<file path="src/design/node_accel_velocity_gather_unit_assert.svh">
// ---------------------------------------------------------------------------
// Assertion macros for the node velocity gather unit
// Shared clocked assertion forms; each module supplies clk and rst.
// ---------------------------------------------------------------------------
`ifndef NODE_ACCEL_VELOCITY_GATHER_UNIT_ASSERT_SVH
`define NODE_ACCEL_VELOCITY_GATHER_UNIT_ASSERT_SVH

// expr must never hold
`define NAVG_NEVER(label, expr, msg) \
  label: assert property (@(posedge clk) disable iff (rst) !(expr)) else $error(msg);

// cond implies conseq in the same cycle
`define NAVG_IMPLY(label, cond, conseq, msg) \
  label: assert property (@(posedge clk) disable iff (rst) (cond) |-> (conseq)) else $error(msg);

// cond implies conseq in the next cycle
`define NAVG_NEXT(label, cond, conseq, msg) \
  label: assert property (@(posedge clk) disable iff (rst) (cond) |=> (conseq)) else $error(msg);

`endif

</file>
<file path="src/design/navg_pkg.sv">
// ---------------------------------------------------------------------------
// navg_pkg
// Shared widths, constants and the per-node record type.
// ---------------------------------------------------------------------------
package navg_pkg;

  localparam int SUM_W             = 48;
  localparam int Q_W               = 32;
  localparam int NODE_W            = 16;
  localparam int MASS_W            = 31;
  localparam int DT_W              = 32;
  localparam int FRAC_BITS_DEFAULT = 16;
  localparam int QUEUE_DEPTH       = 2;
  localparam logic [DT_W-1:0] DT_RESET = 32'd4295;

  typedef struct packed {
    logic [NODE_W-1:0]       node;
    logic [SUM_W-1:0]        mass;
    logic [SUM_W-1:0]        wmass;
    logic signed [SUM_W-1:0] fx;
    logic signed [SUM_W-1:0] fy;
    logic signed [SUM_W-1:0] mx;
    logic signed [SUM_W-1:0] my;
    logic                    fixed_x;
    logic                    fixed_y;
  } node_rec_t;

endpackage

</file>
<file path="src/design/navg_queue.sv">
// ---------------------------------------------------------------------------
// navg_queue
// Short FIFO of closed node records between front and back.
// ---------------------------------------------------------------------------
module navg_queue #(
  parameter int DEPTH = 2
) (
  input  logic                clk,
  input  logic                rst,
  input  logic                push,
  input  navg_pkg::node_rec_t push_rec,
  input  logic                pop,
  output logic                full,
  output logic                head_valid,
  output navg_pkg::node_rec_t head_rec
);
  import navg_pkg::*;

  localparam int PTR_W = (DEPTH > 1) ? $clog2(DEPTH) : 1;
  localparam int CNT_W = $clog2(DEPTH + 1);

  node_rec_t        entries [DEPTH];
  logic [PTR_W-1:0] wr_ptr, rd_ptr;
  logic [CNT_W-1:0] count;

  assign full       = count == CNT_W'(DEPTH);
  assign head_valid = count != '0;
  assign head_rec   = entries[rd_ptr];

  always_ff @(posedge clk) begin
    if (rst) begin
      wr_ptr <= '0;
      rd_ptr <= '0;
      count  <= '0;
    end else begin
      if (push)
        wr_ptr <= (wr_ptr == PTR_W'(DEPTH - 1)) ? '0 : wr_ptr + 1'b1;
      if (pop)
        rd_ptr <= (rd_ptr == PTR_W'(DEPTH - 1)) ? '0 : rd_ptr + 1'b1;
      if (push && !pop)
        count <= count + 1'b1;
      else if (pop && !push)
        count <= count - 1'b1;
    end
  end

  always_ff @(posedge clk) begin
    if (push)
      entries[wr_ptr] <= push_rec;
  end

endmodule

</file>
<file path="config.mk">
export PLATFORM = sky130hd
export DESIGN_NAME = navg_queue
export DESIGN_NICKNAME = d
export VERILOG_FILES = /design/src/design/node_accel_velocity_gather_unit_assert.svh /design/src/design/navg_pkg.sv /design/src/design/navg_queue.sv
export SDC_FILE = /design/constraint.sdc
export NUM_CORES = 1
export LEC_CHECK = 0
export BUFFER_PORTS_ARGS = -buffer_cell sky130_fd_sc_hd__buf_2
export CAP_MARGIN = 15
export CORE_MARGIN = 5
export CORE_UTILIZATION = 30
export CTS_BUF_LIST = sky130_fd_sc_hd__clkbuf_4
export CTS_CLUSTER_SIZE = 20
export DETAILED_ROUTE_END_ITERATION = 8
export GPL_TIMING_DRIVEN = 0
export PLACE_DENSITY = 0.49
export SYNTH_ARGS = -nofsm -noshare
export SYNTH_HDL_FRONTEND = slang
export SYNTH_SLANG_ARGS = --single-unit
</file>
<file path="constraint.sdc">
create_clock -name clk -period 21.8 [get_ports clk]
set_input_delay 0 -clock clk [delete_from_list [all_inputs] [get_ports clk]]
set_output_delay 0 -clock clk [all_outputs]
set_load 0.02 [all_outputs]
</file>
==> run summary, run 1 <==
post-CTS sizing = 0
Post-Synth Simple-Gate Area = 0.00199
Halt Stage = clock tree synthesis
Post CTS Setup Buffer Count = 0
Die H = 289 um
Hold Buf Count CTS = 592
Root Buffer = clkbuf_4
clk buf depth = 3
synthesized cell area = 0.0233 sq mm
dominant cell type by area after synthesis = edfxtp_1
syn_nets = 1285
starting density of the core = 0.301
largest family of logic cells by synthesized area = multiplexers
H-tree depth = 4
Synth top area share = 0.790
Gate Count Post-Synth = 974
dpl hpwl = 41.9 mm
status = aborted with a tool error
PortBufs = 617
First Err = [ERROR RSZ-0060] Max buffer count reached.
Yosys cell types = 17
register area share after synthesis = 0.794
Main synth FF type = edfxtp_1
Post-Synth XOR/XNOR Area = 0.00151
post-synthesis compound-gate area fraction = 0.000430
Syn Area/Cell = 23.9 sq um
Num CTS Buffers = 169
CTS Sinks = 617
mux contribution to synthesized area = 0.187
Synth Area in Adders = 0.000538
Yosys reg bits = 617
die width = 289 um
number of synthesized flops with an enable pin = 612
routability cong. = 0.746
Rows = 102
Area contributors post-synth = edfxtp_1 (79%), mux2_4 (15%), mux2_2 (3.2%), buf_6 (1.4%), dfxtp_1 (0.43%)
Yosys warning count = 0
I/O pin cnt = 618
fraction of registers with async set/reset = 0
cells in the mapped netlist, types with 2 or more instances:
library cell / n
edfxtp_1: 612
mux2_4: 240
nor2_1: 4
mux2_2: 66
xor2_1: 2
xnor2_1: 2
nor2b_1: 2
buf_2: 6
buf_6: 28
dfxtp_1: 5
per-stage QoR:
stage,setup TNS [ns],cells,instance area [sq um],worst slack [ns]
global placement,-687.50,2631,27700,-2.31
detailed placement,0,2649,28100,19.35
floorplan,0,974,23300,6.98
cells by family after synthesis:
family                   Yosys count
multiplexers                     306
buffers and inverters             35
AO/OA/AOI/OAI                      2
XOR/XNOR                           4
flip-flops                       617
adder cells (fa/ha/maj)            1
AND/OR/NAND/NOR                    9
==> inputs of run 2 (changes only) <==
Settings changed: CORE_UTILIZATION 30 to 20, CTS_BUF_LIST sky130_fd_sc_hd__clkbuf_4 to default, CTS_CLUSTER_SIZE 20 to default, PLACE_DENSITY 0.49 to default, PLACE_DENSITY_LB_ADDON from default to 0.15.
==> run 2 against run 1 <==
  * The flow now finishes without violations
  * Area after synthesis unchanged
  * Synthesized cell count stayed put
==> run summary, run 2 <==
Worst EP required = 22.11 ns
Post-Synth Simple-Gate Area = 0.00199 (unchanged)
PortBufs = 617 (unchanged)
initial antenna violation count = 9
Largest register FFs = 612
Max Cap Viol = 0
via count = 12805
synthesized cell area = 0.0233 sq mm (unchanged)
commonest non-fill, non-tap cell in the layout = buf_2
final wirelength = 64.5 mm
Slew @ Worst Pin = 0.685 ns
delay-heaviest family, CP = buffers and inverters
Num CTS Buffers = 75 (-56%)
Via density = 3.58
syn_nets = 1285 (unchanged)
cells on worst reg2reg path = 6
status = finished clean
dominant cell type by area after synthesis = edfxtp_1
Commonest cells post-synth = edfxtp_1 (612), mux2_4 (240), mux2_2 (66)
Pwr Density = 88.3 mW/mm^2
Routed Antenna Nets = 0
DRC viols = 0
Syn Area/Cell = 23.9 sq um (unchanged)
Hold Fails Final Rpt = 0
largest net degree at the start of global routing = 60
Yosys warning count = 0 (unchanged)
All-Layer GR Usage = 0.100
final max-slew violation count = 0
starting density of the core = 0.201 (-0.101)
Die Area = 0.123 sq mm
Placeable Area = 0.116 sq mm
dpl cells = 3134 (+18%)
Largest Register = entries
fraction of registers with async set/reset = 0 (unchanged)
largest family of logic cells by synthesized area = multiplexers
Largest regs = entries (612), count (2)
Crit path buffers/inverters = 5
most frequent cell after synthesis = edfxtp_1
Rows = 125 (+23%)
crit path max fanout = 24
CP most frequent cell = buf_16
Area contributors post-synth = edfxtp_1 (79%), mux2_4 (15%), mux2_2 (3.2%), buf_6 (1.4%), dfxtp_1 (0.43%)
Post-Synth XOR/XNOR Area = 0.00151 (unchanged)
worst hold path type = primary input to register
Fmax achieved = 434 MHz
final core occ = 0.294
relative slew slack = 0.542
Main synth FF type = edfxtp_1
mux contribution to synthesized area = 0.187 (unchanged)
Final period util = 0.106
register area share after synthesis = 0.794 (unchanged)
Gate Count Post-Synth = 974 (unchanged)
Critical Path, Cell by Cell = nor2b_4, buf_12, buf_12, buf_16, buf_16, buf_16
routed length per instance = 18.0 um
Root Buffer = clkbuf_16
worst vdd ir = 50.5 uV
die width = 351 um (+22%)
post-synthesis compound-gate area fraction = 0.000430 (unchanged)
leakage power = 13.1 nW
vias in the first global route = 14170
highest-count cells in the layout ignoring fill and taps = buf_2 (623), edfxtp_1 (612), dlygate4sd3_1 (310)
dpl hpwl = 46.4 mm (+11%)
Layout Skew = 0.0190 ns
Critical-path top delay cell = nor2b_4
Post CTS Setup Buffer Count = 0 (unchanged)
Yosys reg bits = 617 (unchanged)
Yosys cell types = 17 (unchanged)
Area growth syn-to-layout = 46.3%
Hold Path Cell Cnt = 2
1st-pass router iterations = 4
clk slew on worst S/H paths = 0.06 ns
share of layout cells above drive strength 1 = 0.522
Die H = 351 um (+22%)
Synth Area in Adders = 0.000538 (unchanged)
CTS tree = done
I/O pin cnt = 618 (unchanged)
routability cong. = 0.698 (-6.4%)
Synth top area share = 0.790 (unchanged)
fin cells = 3577
Crit. End Element = register
WS Path Type = register to register
Final setup viols = 0
CTS Sinks = 617 (unchanged)
GR Overflow Total = 0
unrepaired setup endpoints after global routing = false
crit-path max cell delay = 0.56 ns
H-tree depth = 3 (-1)
violation count after the first detailed-route iteration = 415
first-pass GRT wire length = 91.5 mm
Critical Path AT = 2.61 ns
time the worst path needs with I/O delays and setup = 2.30 ns
clk buf depth = 3 (unchanged)
crit path launch type = register
cell depth of the worst setup path = 6
number of synthesized flops with an enable pin = 612 (unchanged)
worst-skew pair later-pin latency = 0.61 ns
Sum Neg Setup Slack = 0 ns
Final #Nets = 2308
## run 2: cell counts after synthesis
No cell type changed its count.
## run 2: metal layers
layer,global-route usage,routed length [um],part of all wire
met4,0.0361,2050,0.032
met5,0,13,0.00020
met1,0.110,24900,0.39
met3,0.0413,5750,0.089
met2,0.174,31700,0.49
## run 2: report_power, final
| part | internal [mW] | leakage, nW | switching (mW) |
|---|---|---|---|
| Clock | 0.677 | 1.08 | 0.470 |
| Combinational | 0.213 | 6.23 | 0.246 |
| Sequential | 1.39 | 5.79 | 0.0153 |
| Total | 2.28 | 13.1 | 0.732 |
## run 2: logic make-up after synthesis
kind of cell | count (synthesis)
flip-flops | 617
multiplexers | 306
buffers and inverters | 35
AND/OR/NAND/NOR | 9
XOR/XNOR | 4
AO/OA/AOI/OAI | 2
adder cells (fa/ha/maj) | 1
## run 2: layout make-up
type                    count  area [sq um]
flip-flops and latches    617         18500
clock buffers              97          2000
fillers                 11663         81800
clock inverters            28           210
repair buffers            946          6640
inverters                   1          3.75
well taps                1524          1910
multi-input cells         322          4460
plain buffers              34           345
diodes                      8          20.0
## run 2: final timing paths
path	from	endpoint	slack, ns
worst min-delay path	push_rec[12]	entries[0][12]	0.11
worst max register to register	wr_ptr	entries[0][249]	19.50
worst min register to register	rd_ptr	register	0.52
worst max-delay path	wr_ptr	entries[0][249]	19.50
## run 2: through the flow
step / power (mW) / hold slack (ns) / area, sq um / worst slack, ns
floorplan: 1.71 / 0.0691 / 23300 / 6.98
global placement: 1.89 / 0.187 / 28300 / -3.66
detailed placement: 1.85 / 0.191 / 28700 / 19.42
CTS: 3.08 / 0.0231 / 34000 / 19.36
global route: 3.15 / 0.0550 / 34100 / 19.34
finish: 3.01 / 0.108 / 34100 / 19.50
## run 2: timing repair
action,in CTS,in global routing
gates resized for setup,0,0
hold buffers,310,0
hold endpoints to repair,646,0
Note: power is estimated with default switching activity, not from simulation.
